`src/rtl/core/tat_pkg.sv`:
```
// Shared constants and types for the token aging table.
// Used by every module in rtl/core; depends on nothing else.
package tat_pkg;

  localparam int TOKEN_COUNT = 256;
  localparam int IDX_W       = $clog2(TOKEN_COUNT);
  localparam int TOKEN_W     = 8;
  localparam int TIME_W      = 32;
  localparam int COUNT_W     = 9;
  localparam int CMD_W       = 2;

  localparam logic [COUNT_W-1:0] COUNT_MAX = '1;
  localparam logic [TIME_W-1:0]  TTL_RESET = TIME_W'(100);

  localparam logic [CMD_W-1:0] CMD_GENERATE = 2'd0;
  localparam logic [CMD_W-1:0] CMD_RENEW    = 2'd1;
  localparam logic [CMD_W-1:0] CMD_COUNT    = 2'd2;

  typedef logic [IDX_W-1:0]   idx_t;
  typedef logic [TIME_W-1:0]  time_t;
  typedef logic [COUNT_W-1:0] count_t;

  typedef struct packed {
    logic clear;
    logic sample;
    logic present;
  } cnt_ctl_t;

endpackage

```
`src/rtl/core/tat_live_counter.sv`:
```
// Checks one table entry per cycle against the time-to-live and counts the live ones.
// Depends on tat_pkg.
module tat_live_counter
  import tat_pkg::*;
(
  input  logic     clk,
  input  cnt_ctl_t ctl,
  input  time_t    stamp,
  input  time_t    now,
  input  time_t    ttl,
  output count_t   count
);

  time_t elapsed;
  logic  live;

  assign elapsed = now - stamp;
  assign live    = ctl.present && ((now < stamp) || (elapsed < ttl));

  always_ff @(posedge clk) begin
    if (ctl.clear) begin
      count <= '0;
    end else if (ctl.sample && live && (count != COUNT_MAX)) begin
      count <= count + COUNT_W'(1);
    end
  end

endmodule

```
`config.mk`:
```
export PLATFORM = sky130hd
export DESIGN_NAME = tat_live_counter
export DESIGN_NICKNAME = d
export VERILOG_FILES = /design/src/rtl/core/tat_pkg.sv /design/src/rtl/core/tat_live_counter.sv
export SDC_FILE = /design/constraint.sdc
export NUM_CORES = 1
export LEC_CHECK = 0
export BUFFER_PORTS_ARGS = -buffer_cell sky130_fd_sc_hd__buf_2
export CAP_MARGIN = 0
export CORE_MARGIN = 2
export CORE_UTILIZATION = 40
export CTS_BUF_LIST = sky130_fd_sc_hd__clkbuf_16
export CTS_CLUSTER_SIZE = 25
export DETAILED_ROUTE_END_ITERATION = 16
export GPL_ROUTABILITY_DRIVEN = 0
export HOLD_SLACK_MARGIN = 0.1
export PLACE_DENSITY_LB_ADDON = 0.3
export SYNTH_ARGS = -nofsm -noshare
export SYNTH_HDL_FRONTEND = slang
export SYNTH_SLANG_ARGS = --single-unit
```
`constraint.sdc`:
```
create_clock -name clk -period 10.85 [get_ports clk]
set_input_delay 0.5425 -clock clk [delete_from_list [all_inputs] [get_ports clk]]
set_output_delay 0.5425 -clock clk [all_outputs]
set_load 0.03 [all_outputs]
```
Word level (Yosys, flattened, before mapping)
Index checks and enable logic that the tools add are counted.
W data, S select, Z words.
{"block": "word_totals", "inputBits": 100, "elab_cells": 10, "reg_bits": 9, "out_inout_bits": 9}
{"block": "op_classes", "n_addsub": 2, "reduce_logical": 4, "n_lt_le_gt_ge": 2, "n_eq_ne": 1}
{"cell": "$lt A32 B32 Y1", "count": 2}
{"cell": "$sub A32 B32 Y32", "count": 1}
{"cell": "$add A9 B1 Y9 const B", "count": 1}
{"cell": "$ne A9 B9 Y1 const B", "count": 1}
{"cell": "$logic_and A1 B1 Y1", "count": 3}
{"cell": "$logic_or A1 B1 Y1", "count": 1}

Depth between registers and ports, before layout
Gate-level depths: netlist of the first run.
{"block": "logic_depth", "word_depth": 6, "ltp_mapped": 22, "mapped_depth_nobuf": 22}

Worst setup path after synthesis of the first run
No wires, ideal clock.
{"block": "synth_path", "kind": "input -> register", "startpoint": "in stamp[9]", "endpoint": "reg count[3]", "path_buffers": 0, "setup_time_ps": 123, "cell_stages": 18, "setup_slack_ps": 6354, "required_time_ps": 10727, "arrival_ps": 4373, "path_cell_list": "inv_1 > ha_1 > a21o_1 > a31o_1 > a221o_1 > a21oi_2 > a21oi_2 > o41ai_2 > o2111ai_1 > a21oi_1 > xnor2_1 > ha_1 > nand4_1 > or3_1 > a211oi_1 > o2bb2ai_4 > nand4_1 > mux2_1"}
{"block": "synth_via", "elab_chain_len": 6, "elab_cells_between_ends": 7, "classes_between": "1 x add/sub; 2 x order compare; 4 x reduce/logical"}
{"element": "start, declared", "line": "tat_live_counter.sv:8", "source": "input time_t stamp,"}
{"element": "$sub A32 B32 Y32", "line": "tat_live_counter.sv:17", "source": "assign elapsed = now - stamp;"}
{"element": "$lt A32 B32 Y1", "line": "tat_live_counter.sv:18", "source": "assign live = ctl.present && ((now < stamp) || (elapsed < ttl));"}
{"element": "$logic_or A1 B1 Y1 *", "line": "tat_live_counter.sv:18"}
{"element": "$logic_and A1 B1 Y1 *", "line": "tat_live_counter.sv:18"}
{"element": "$logic_and A1 B1 Y1 * (2 in series)", "line": "tat_live_counter.sv:23", "source": "end else if (ctl.sample && live && (count != COUNT_MAX)) begin"}
{"element": "end signal, assigned", "line": "tat_live_counter.sv:24", "source": "count <= count + COUNT_W'(1);"}
{"element": "end, declared", "line": "tat_live_counter.sv:11", "source": "output count_t count"}
Mark *: on every way between the ends. The rest lies on a longest branch, timed or not.
A chain may end at the register's enable or synchronous reset.

Worst setup path after layout of the first run
{"block": "layout_path", "startpoint": "in stamp[14]", "endpoint": "reg count[3]"}
The elaborated chain is that of the path after synthesis.

==> results of run 1 <==
==> worst min path at each step <==
stage | from | to
2_1_floorplan | count[8] | count[8]
3_3_place_gp | count[8] | count[8]
5_1_grt | count[8] | count[8]
3_5_place_dp | count[8] | count[8]
6_report | count[8] | count[8]
4_1_cts | count[8] | count[8]
==> metal layers <==
metal	vias to the layer above	track usage	part of all wire
li1	1632	-	-
met5	-	0	0
met4	0	0.03590	0.0082
met2	75	0.3058	0.46
met3	4	0.03088	0.060
met1	1367	0.2244	0.47
==> cells in the mapped netlist (2+ instances only) <==
master,number,area share
nor3b_1,3,0.0076
nand4_1,9,0.019
and4_1,7,0.021
a31o_1,2,0.0059
and3_1,3,0.0063
a21oi_2,2,0.0059
a21boi_0,2,0.0050
o31a_1,2,0.0059
nor2_1,25,0.031
a211oi_1,5,0.013
inv_1,75,0.094
xnor2_1,24,0.071
nand3_1,9,0.015
a21oi_1,35,0.059
o21bai_1,9,0.023
dfxtp_1,9,0.060
nand2_1,17,0.021
ha_1,65,0.27
nand2b_1,5,0.010
xor2_1,4,0.012
buf_2,2,0.0034
a21o_1,20,0.050
mux2i_1,2,0.0067
o31ai_1,3,0.0076
o21a_1,6,0.015
or3_1,4,0.0084
o21ai_0,14,0.024
a31oi_1,2,0.0042
nor2b_1,6,0.013
mux2_1,3,0.011
and2_1,2,0.0042
==> power groups by stage <==
stage / sequential (uW) / combinational [uW] / clock, uW
final: 36.1 / 190 / 64.1
after detailed placement: 36.6 / 189 / 0
after CTS: 36.1 / 191 / 65.7
after global placement: 36.5 / 184 / 0
after global routing: 36.3 / 217 / 67.7
after floorplan: 38.7 / 138 / 0
==> final cells by class <==
| cell class | count | area share |
|---|---|---|
| inverter | 75 | 0.07601 |
| tap | 99 | 0.03345 |
| timing repair buffer | 108 | 0.1459 |
| multi-input combinational | 314 | 0.6747 |
| clock buffer | 3 | 0.02027 |
| clock inverter | 1 | 0.001014 |
| sequential | 9 | 0.04865 |
==> through the flow <==
stage / cell area [um^2] / worst slack (ps)
2_1_floorplan: 2979 / 6354
3_3_place_gp: 3625 / 5814
3_5_place_dp: 3625 / 5733
4_1_cts: 3704 / 5975
5_1_grt: 3704 / 5650
6_report: 3704 / 5968
==> cells by family (layout without fill, tap and decap cells) <==
logic type	count (synthesis)	count (layout)
buf+inv	78	187
fa+ha+maj	66	66
compound gates	117	117
simple gates	98	98
flops	9	9
xor+xnor	28	28
mux	5	5
==> critical path, stage by stage <==
cell and delay [ps]:
buf_2 70, inv_1 30, ha_1 370, a21oi_1 210, o21ai_1 140, a221oi_1 390
nor3b_2 290, a21oi_2 100, o41ai_2 480, o2111ai_1 210, a21oi_1 200, xnor2_1 80
ha_1 310, nand4_1 120, or3_1 380, a211oi_1 410, o2bb2ai_4 180, nand4_1 140
mux2_1 310
==> cells in the final DEF (no fill, tap or decap), types with 2 or more instances in the layout <==
cell | netlist | layout
buf_2 | 2 | 108
inv_1 | 75 | 76
ha_1 | 65 | 65
a21oi_1 | 35 | 35
nor2_1 | 25 | 25
xnor2_1 | 24 | 24
a21o_1 | 20 | 20
nand2_1 | 17 | 17
o21ai_0 | 14 | 14
nand4_1 | 9 | 9
nand3_1 | 9 | 9
o21bai_1 | 9 | 9
dfxtp_1 | 9 | 9
and4_1 | 7 | 7
o21a_1 | 6 | 6
nor2b_1 | 6 | 6
nand2b_1 | 5 | 5
a211oi_1 | 5 | 5
or3_1 | 4 | 4
xor2_1 | 4 | 4
and3_1 | 3 | 3
o31ai_1 | 3 | 3
mux2_1 | 3 | 3
nor3b_1 | 3 | 3
clkbuf_16 | 0 | 3
o31a_1 | 2 | 2
and2_1 | 2 | 2
a31o_1 | 2 | 2
a21oi_2 | 2 | 2
a31oi_1 | 2 | 2
a21boi_0 | 2 | 2
mux2i_1 | 2 | 2
==> impl_results.md, run 1 <==
- Post-synth ARST share: 0
- Filler cells: 749
- Post-synthesis mux area share: 0.01806
- Clock root buffer: clkbuf_16
- Die Y-Extent: 90.30 um
- Maximum VDD drop: 0.00008130 V
- Max-Slew Margin vs Limit: 0.6263
- Minimum clock period: 4882 ps
- Tcrit/Tclk final: 0.4500
- Initial drt markers: 92
- Largest register FFs: 9
- Full die area: 8154 um^2
- Initial antenna violation count: 0
- Max-Cap Viols: 0
- Resize count post-CTS: 0
- Post-layout util: 0.5134
- Fin cells: 609
- Largest Register: count
- HP Class: flip-flop to flip-flop
- Post-CTS Setup Inserts: 0
- Post-synthesis compound-gate area fraction: 0.2780
- YS warnings: 0
- Mapped Cells: 401
- Top flop regs: count: 9 flops
- Reg power frac: 0.124
- Simple-gate area share of the yosys netlist: 0.1806
- Power Density: 78.45 nW/um^2
- Syn Std Cell Area: 2979 um^2
- Static Leak: 0.002103 uW
- CP Class: input port to flip-flop
- Syn-to-layout area delta: 24.32%
- Largest family of logic cells by synthesized area: adder cells
- Switching part of the total: 0.3994
- DRC Markers: 0
- Number of diodes: 0
- Port bufs: 108
- Initial Util: 0.4129
- GRT overflow: 0
- Seq/Total Area, Yosys: 0.06048
- Core area: 7214 um^2
- Final hold violation count: 0
- Layout cell share with drive strength beyond 1: 0.2412
- Synth Flop Type: dfxtp_1
- Worst r2r dst: count[3]
- FF-to-FF path depth: 9
- First-pass iteration count of the detailed router: 4
- DR WL/cell: 11.67 um
- Total CTS buffers: 3
- Total number of vias: 3078
- Final Slew Violations: 0
- Core Rows: 31
- CTS sink count: 9
- WHS Path Cells: 2
- Flop2flop setup slack: 8200 ps
- Storage element area: 180.2 um^2
- Post-Synthesis Net Count: 567
- Fmax: 0.2048 GHz
- Beginning of the critical path: stamp[14]
- Layout net count: 677
- Average cell area after synthesis: 7.429 um^2
- Placed cells: 605
- R2R Path Start: count[0]
- Xor and xnor area share after synthesis: 0.08232
- Clock Power Share: 0.221
- CTS tree: done
- Adder-cell area share of the yosys netlist: 0.2797
- Sw power: 116.0 uW
- Final Skew: 3.438 ps
- Register bit total from synthesis: 9
- Critical path fanouts, max: 8
- Status: completed
- CTS clk-pin slew, worst paths: 40 ps
- CP endpoint: count[3]
- Power, Total: 290.5 uW
- Synth unique cells: 56
- Critical path data arrival time: 5000 ps
- Combinational Power Share: 0.655
- Largest net degree at the start of global routing: 16
- First-pass GRT wire length: 12260 um
- Critical Path RT: 10970 ps
- EDFF count, synth: 0
- Antenna Nets Post-Route: 0
- Slew @ Worst Pin: 557.2 ps
- Fin Hold WS: 531.9 ps
- Die X: 90.30 um
- Vias in the first global route: 2921
- TNS Setup: 0 ps
- Crit. End Element: flip-flop
- H-tree depth: 1
- Routed WL: 7107 um
- Ports: 109
- Worst setup SP type: input port
- Detailed Place HPWL: 6251 um
- RSZ-0062 raised after global routing: no
- Pint: 174.5 uW
- Setup violations, final: 0
- GRT Total Usage: 0.1746
- Vias per std cell: 5.054
- Clk_lat worst skew: 240 ps
- CTS Hold Buffers Added: 0
- Maximum buffer depth of the clock tree: 2
- Multi-input logic area: 2499 um^2
Power figures use the tool's default switching activity.
==> inputs of run 2 (changes only) <==
- ABC_AREA: not set -> 1
- clock period: 10.85 -> 4.6 ns (I/O delays scaled with it)
==> run 2 against run 1 <==
  * Utilization decreased by 0.32 points
  * Critical endpoint is now count[0]
  * Total power rose to 2.5 times the previous value
  * Sequential share of layout area shrank 0.32 points
==> impl_results.md, run 2 <==
- Status: completed
- CTS tree: done
- GRT Total Usage: 0.1962
- Average cell area after synthesis: 5.921 um^2
- Mapped Cells: 545
- CTS clk-pin slew, worst paths: 40 ps
- Slew @ Worst Pin: 375.3 ps
- Max-Slew Margin vs Limit: 0.7472
- Crit. End Element: flip-flop
- Die Y-Extent: 93.82 um
- Critical path data arrival time: 3590 ps
- Routed WL: 8548 um
- R2R Path Start: count[0]
- Final hold violation count: 0
- Register bit total from synthesis: 9
- Most frequent cells in the layout: inv_1, nand2_1, buf_2
- Syn-to-layout area delta: 22.80%
- HP Class: input port to flip-flop
- Syn Std Cell Area: 3227 um^2
- Post-Synthesis Net Count: 711
- Clk_lat worst skew: 240 ps
- Design area: 3963 um^2
- Maximum VDD drop: 0.00009061 V
- Total number of vias: 3670
- Port bufs: 108
- HP Start: ctl[2]
- Maximum buffer depth of the clock tree: 2
- Final Slew Violations: 0
- Max-Cap Viols: 0
- Core Rows: 32
- YS warnings: 0
- Core area: 7767 um^2
- CP Class: input port to flip-flop
- Fmax: 0.2888 GHz
- Power Density: 185.2 nW/um^2
- Minimum clock period: 3463 ps
- Largest area contributor in the netlist: ha_1
- Number of diodes: 0
- GRT overflow: 0
- Layout cell share with drive strength beyond 1: 0.1982
- Post-CTS Setup Inserts: 0
- Initial antenna violation count: 0
- Ports: 109
- Yosys top cell area share: 0.2520
- Largest net degree at the start of global routing: 13
- Vias per std cell: 4.842
- H-tree depth: 1
- Most instantiated cells after synthesis: nand2_1, inv_1, ha_1, nor2_1, a21oi_1
- Largest Register: count
- Die X: 93.82 um
- Static Leak: 0.002366 uW
- Full die area: 8801 um^2
- First-pass iteration count of the detailed router: 4
- TNS Setup: 0 ps
- Final Skew: 3.865 ps
- Clock root buffer: clkbuf_16
- Critical path fanouts, max: 12
- Synth area leaders: ha_1, nand2_1, inv_1
- Post-synth ARST share: 0
- First-pass GRT wire length: 14530 um
- Initial Util: 0.4154
- Worst setup SP type: input port
- Tcrit/Tclk final: 0.7528
- Initial drt markers: 124
- Top flop regs: count: 9 flops
- Synth Flop Type: dfxtp_1
- Total CTS buffers: 3
- CTS Hold Buffers Added: 0
- Layout net count: 823
- Seq/Total Area, Yosys: 0.05584
- Vias in the first global route: 3509
- DRC Markers: 0
- DR WL/cell: 11.28 um
- CTS sink count: 9
- EDFF count, synth: 0
- Detailed Place HPWL: 7655 um
- Critical Path RT: 4730 ps
- DP Area: 3884 um^2
- Setup violations, final: 0
- Beginning of the critical path: stamp[0]
- Filler cells: 844
- RSZ-0062 raised after global routing: no
- Most frequent cell after synthesis: nand2_1
- Antenna Nets Post-Route: 0
- Resize count post-CTS: 0
- Synth unique cells: 35
- Largest register FFs: 9
run 2: cell count changes in the layout (fill, tap and decap cells not counted), moves of 16 or more:
cell	before	now
nand2_1	17	114
nor2_1	25	65
inv_1	76	114
a21oi_1	35	61
xor2_1	4	21
a21o_1	20	4
xnor2_1	24	8
run 2: final timing paths:
kind	endpoint	slack [ps]	depth (start not counted)
hold reg to reg	count[8]	540	4
hold / removal	count[6]	430	4
setup / recovery	count[0]	1140	25
setup reg to reg	count[7]	2800	10
run 2: cell families (layout without fill, tap and decap cells):
logic type               Yosys count  after routing  share of synthesized area
AO/OA/AOI/OAI                     99             99                     0.1667
XOR/XNOR                          29             29                    0.07871
adder cells (fa/ha/maj)           66             66                     0.2582
buffers and inverters            116            227                     0.1373
flip-flops                         9              9                    0.05583
AND/OR/NAND/NOR                  226            226                     0.3032
run 2: cell type report:
| class | count | area (um^2) | area share |
|---|---|---|---|
| clock inverters | 1 | 3.754 | 0.0009473 |
| clock buffers | 3 | 75.07 | 0.01895 |
| flip-flops and latches | 9 | 180.2 | 0.04547 |
| well taps | 102 | 127.6 | 0.03221 |
| multi-input cells | 420 | 2604 | 0.6571 |
| inverters | 115 | 431.7 | 0.1089 |
| repair buffers | 108 | 540.5 | 0.1364 |
run 2: where the power goes:
part	internal, uW	total (uW)	switching, uW	leakage [uW]
registers	81.2	83.8	2.55	0.0000730
clock network	114	152	38.3	0.0000423
logic	204	498	294	0.00225
total	399	734	335	0.00237
run 2: stage by stage:
step | util | hold slack [ps] | total power (uW) | worst slack [ps] | instances
final | 0.5101 | 425.6 | 734.0 | 1137 | 758
after global routing | 0.5101 | 452.8 | 819.5 | 669.5 | 758
after CTS | 0.5101 | 431.1 | 736.1 | 1124 | 758
after detailed placement | 0.5000 | 545.1 | 579.1 | 896.8 | 754
after global placement | 0.5000 | 522.3 | 567.3 | 977.0 | 754
after floorplan | - | 489.5 | 447.4 | 1657 | 545
run 2: worst max-delay path: stages:
cell and delay (ps):
buf_2 100, ha_1 210, fa_1 420, o21ai_2 230, nand2_1 100, nand2_2 100
nand2_1 70, nand2_2 100, a21oi_1 100, o21ai_0 270, nand2_1 90, inv_1 60
nor2_1 40, ha_1 270, nand2_1 40, nor2_1 140, nand2_1 110, nor4_1 180
nand2_1 80, nand2_1 70, nand2_2 170, nand2_1 220, nand2_1 70, nand2_1 60
nor2_1 40
run 2: per-layer routing:
| metal | up-vias | GRT usage | routed length (um) |
|---|---|---|---|
| met1 | 1607 | 0.2596 | 4115 |
| li1 | 1957 | - | - |
| met3 | 7 | 0.02006 | 447 |
| met2 | 99 | 0.3423 | 3894 |
| met4 | 0 | 0.04348 | 91 |
| met5 | - | 0 | 0 |
==> inputs of run 3 (changes only) <==
- clock period: 4.6 -> 2.8 ns (I/O delays scaled with it)
==> run 3 against run 2 <==
  * The flow now finishes with violations (negative setup slack)
  * Total power grew 130%
  * Clock power grew 62%
  * Setup slack lost 1300 ps
  * First-iteration DRC count grew 93%
  * Cell count grew 12%
  * Worst hold slack lost 95 ps
  * Critical path type unchanged
==> impl_results.md, run 3 (synthesis gave the netlist of run 2 again) <==
- Number of diodes: 0
- Setup violations, final: 9
- Maximum buffer depth of the clock tree: 2
- Failing checks: negative setup slack
- Die Y-Extent: 93.82 um
- Full die area: 8801 um^2
- Final hold violation count: 0
- Fin cells: 851
- HP Class: input port to flip-flop
- Routed WL: 11680 um
- Filler cells: 622
- Core area: 7767 um^2
- Critical Path RT: 2930 ps
- Crit. End Element: flip-flop
- Critical path fanouts, max: 6
- Initial drt markers: 239
- Largest net degree at the start of global routing: 10
- GRT overflow: 0
- Maximum VDD drop: 0.0001850 V
- CTS sink count: 9
- First-pass iteration count of the detailed router: 5
- Max-Cap Viols: 0
- Detailed Place HPWL: 8346 um
- Total CTS buffers: 3
- CTS Hold Buffers Added: 0
- CP Class: input port to flip-flop
- Minimum clock period: 2987 ps
- Layout cell share with drive strength beyond 1: 0.4593
- Core Rows: 32
- Die X: 93.82 um
- Tcrit/Tclk final: 1.067
- Syn-to-layout area delta: 68.24%
- Final WS setup: -186.9 ps
- WHS Path Cells: 4
- Multi-input logic area: 3314 um^2
- Vias in the first global route: 3899
- TNS Setup: -1261 ps
- Storage element area: 180.2 um^2
- Clock root buffer: clkbuf_16
- Critical path data arrival time: 3110 ps
- DR WL/cell: 13.73 um
- CTS clk-pin slew, worst paths: 40 ps
- Most frequent cells in the layout: buf_2, inv_1, nand2_1
- Vias per std cell: 5.019
- Slew @ Worst Pin: 365.8 ps
- Worst setup SP type: input port
- Ports: 109
- FF-to-FF path depth: 10
- Clk_lat worst skew: 230 ps
- Status: finished with violations
- Max-Slew Margin vs Limit: 0.7535
- RSZ-0062 raised after global routing: yes
- CTS tree: done
- Static Leak: 0.002930 uW
- First-pass GRT wire length: 16040 um
- Total number of vias: 4271
- Final Slew Violations: 0
- Commonest non-fill, non-tap cell in the layout: buf_2
- Top flop regs: count: 9 flops
- Port bufs: 108
- GRT Total Usage: 0.2180
- Antenna Nets Post-Route: 0
- Largest Register: count
- Fmax: 0.3348 GHz
- Layout net count: 916
- Placed cells: 827
- Final Skew: 1.364 ps
- DRC Markers: 0
- Initial antenna violation count: 0
- Power Density: 309.9 nW/um^2
- H-tree depth: 1
- Initial Util: 0.4154
- Largest register FFs: 9
## run 3: cell types whose count changed in the layout (fill, tap and decap cells not counted), moves of 11 or more
cell | previous run | this run
a21oi_1 | 61 | 28
nand2_1 | 114 | 90
nor2_2 | 1 | 14
nor2_1 | 65 | 51
a21oi_2 | 0 | 25
ha_1 | 65 | 43
inv_1 | 114 | 103
ha_4 | 0 | 21
nand2_2 | 7 | 23
buf_4 | 0 | 88
## run 3: area by class of cell
| class | instances | share of cell area |
|---|---|---|
| Inverter | 115 | 0.08043 |
| Tap cell | 102 | 0.02351 |
| Multi-Input combinational cell | 420 | 0.6105 |
| Timing Repair Buffer | 201 | 0.2378 |
| Sequential cell | 9 | 0.03319 |
| Clock inverter | 1 | 0.0006914 |
| Clock buffer | 3 | 0.01383 |
## run 3: per-stage QoR
stage | hold WS (ps) | setup slack [ps] | area, um^2 | utilization | power, uW
6_report | 330.6 | -186.9 | 5429 | 0.6989 | 1682
5_1_grt | 359.1 | -271.2 | 5429 | 0.6989 | 1812
4_1_cts | 333.8 | -176.9 | 4730 | 0.6089 | 1435
3_5_place_dp | 537.0 | -581.2 | 4451 | 0.5730 | 1120
3_3_place_gp | 522.9 | -440.5 | 4451 | 0.5730 | 1086
2_1_floorplan | 399.5 | 13.93 | 3233 | - | 737.4
## run 3: timing repair
action,in CTS,in global routing
resized for setup,31,135
pin swaps,15,65
buffers inserted,8,14
endpoints found under the setup margin,9,9
## run 3: power breakdown
group | total (uW) | internal, uW | switching [uW]
Combinational | 1300 | 613 | 684
Clock | 247 | 186 | 61.0
Sequential | 138 | 133 | 4.33
## run 3: metal layers
layer / share of wire / GRT usage / up-vias
met1: 0.42 / 0.2806 / 1891
met5: 0 / 0 / -
met3: 0.060 / 0.01766 / 44
met4: 0.028 / 0.05314 / 0
li1: - / - / 2150
met2: 0.50 / 0.3911 / 186
## run 3: final timing paths
path | slack (ps) | start | to
setup / recovery | -190 | now[12] | count[2]
hold / removal | 330 | ctl[2] | count[3]
setup reg to reg | 800 | count[0] | count[7]
hold reg to reg | 560 | count[4] | count[4]
## run 3: worst max-delay path, stage by stage
cell,delay [ps]
buf_2,120
ha_4,290
buf_4,120
nand2_2,70
nor2_1,140
inv_1,80
nor3_2,200
nand3_1,170
nand3_2,170
a21oi_2,80
xnor2_1,150
ha_1,310
nand2_2,90
nor2_4,130
nand2_4,80
buf_6,120
a21oi_2,110
nor2_2,50
nand2_2,80
nand2_4,90
buf_4,150
a21oi_2,110
nor2_1,50
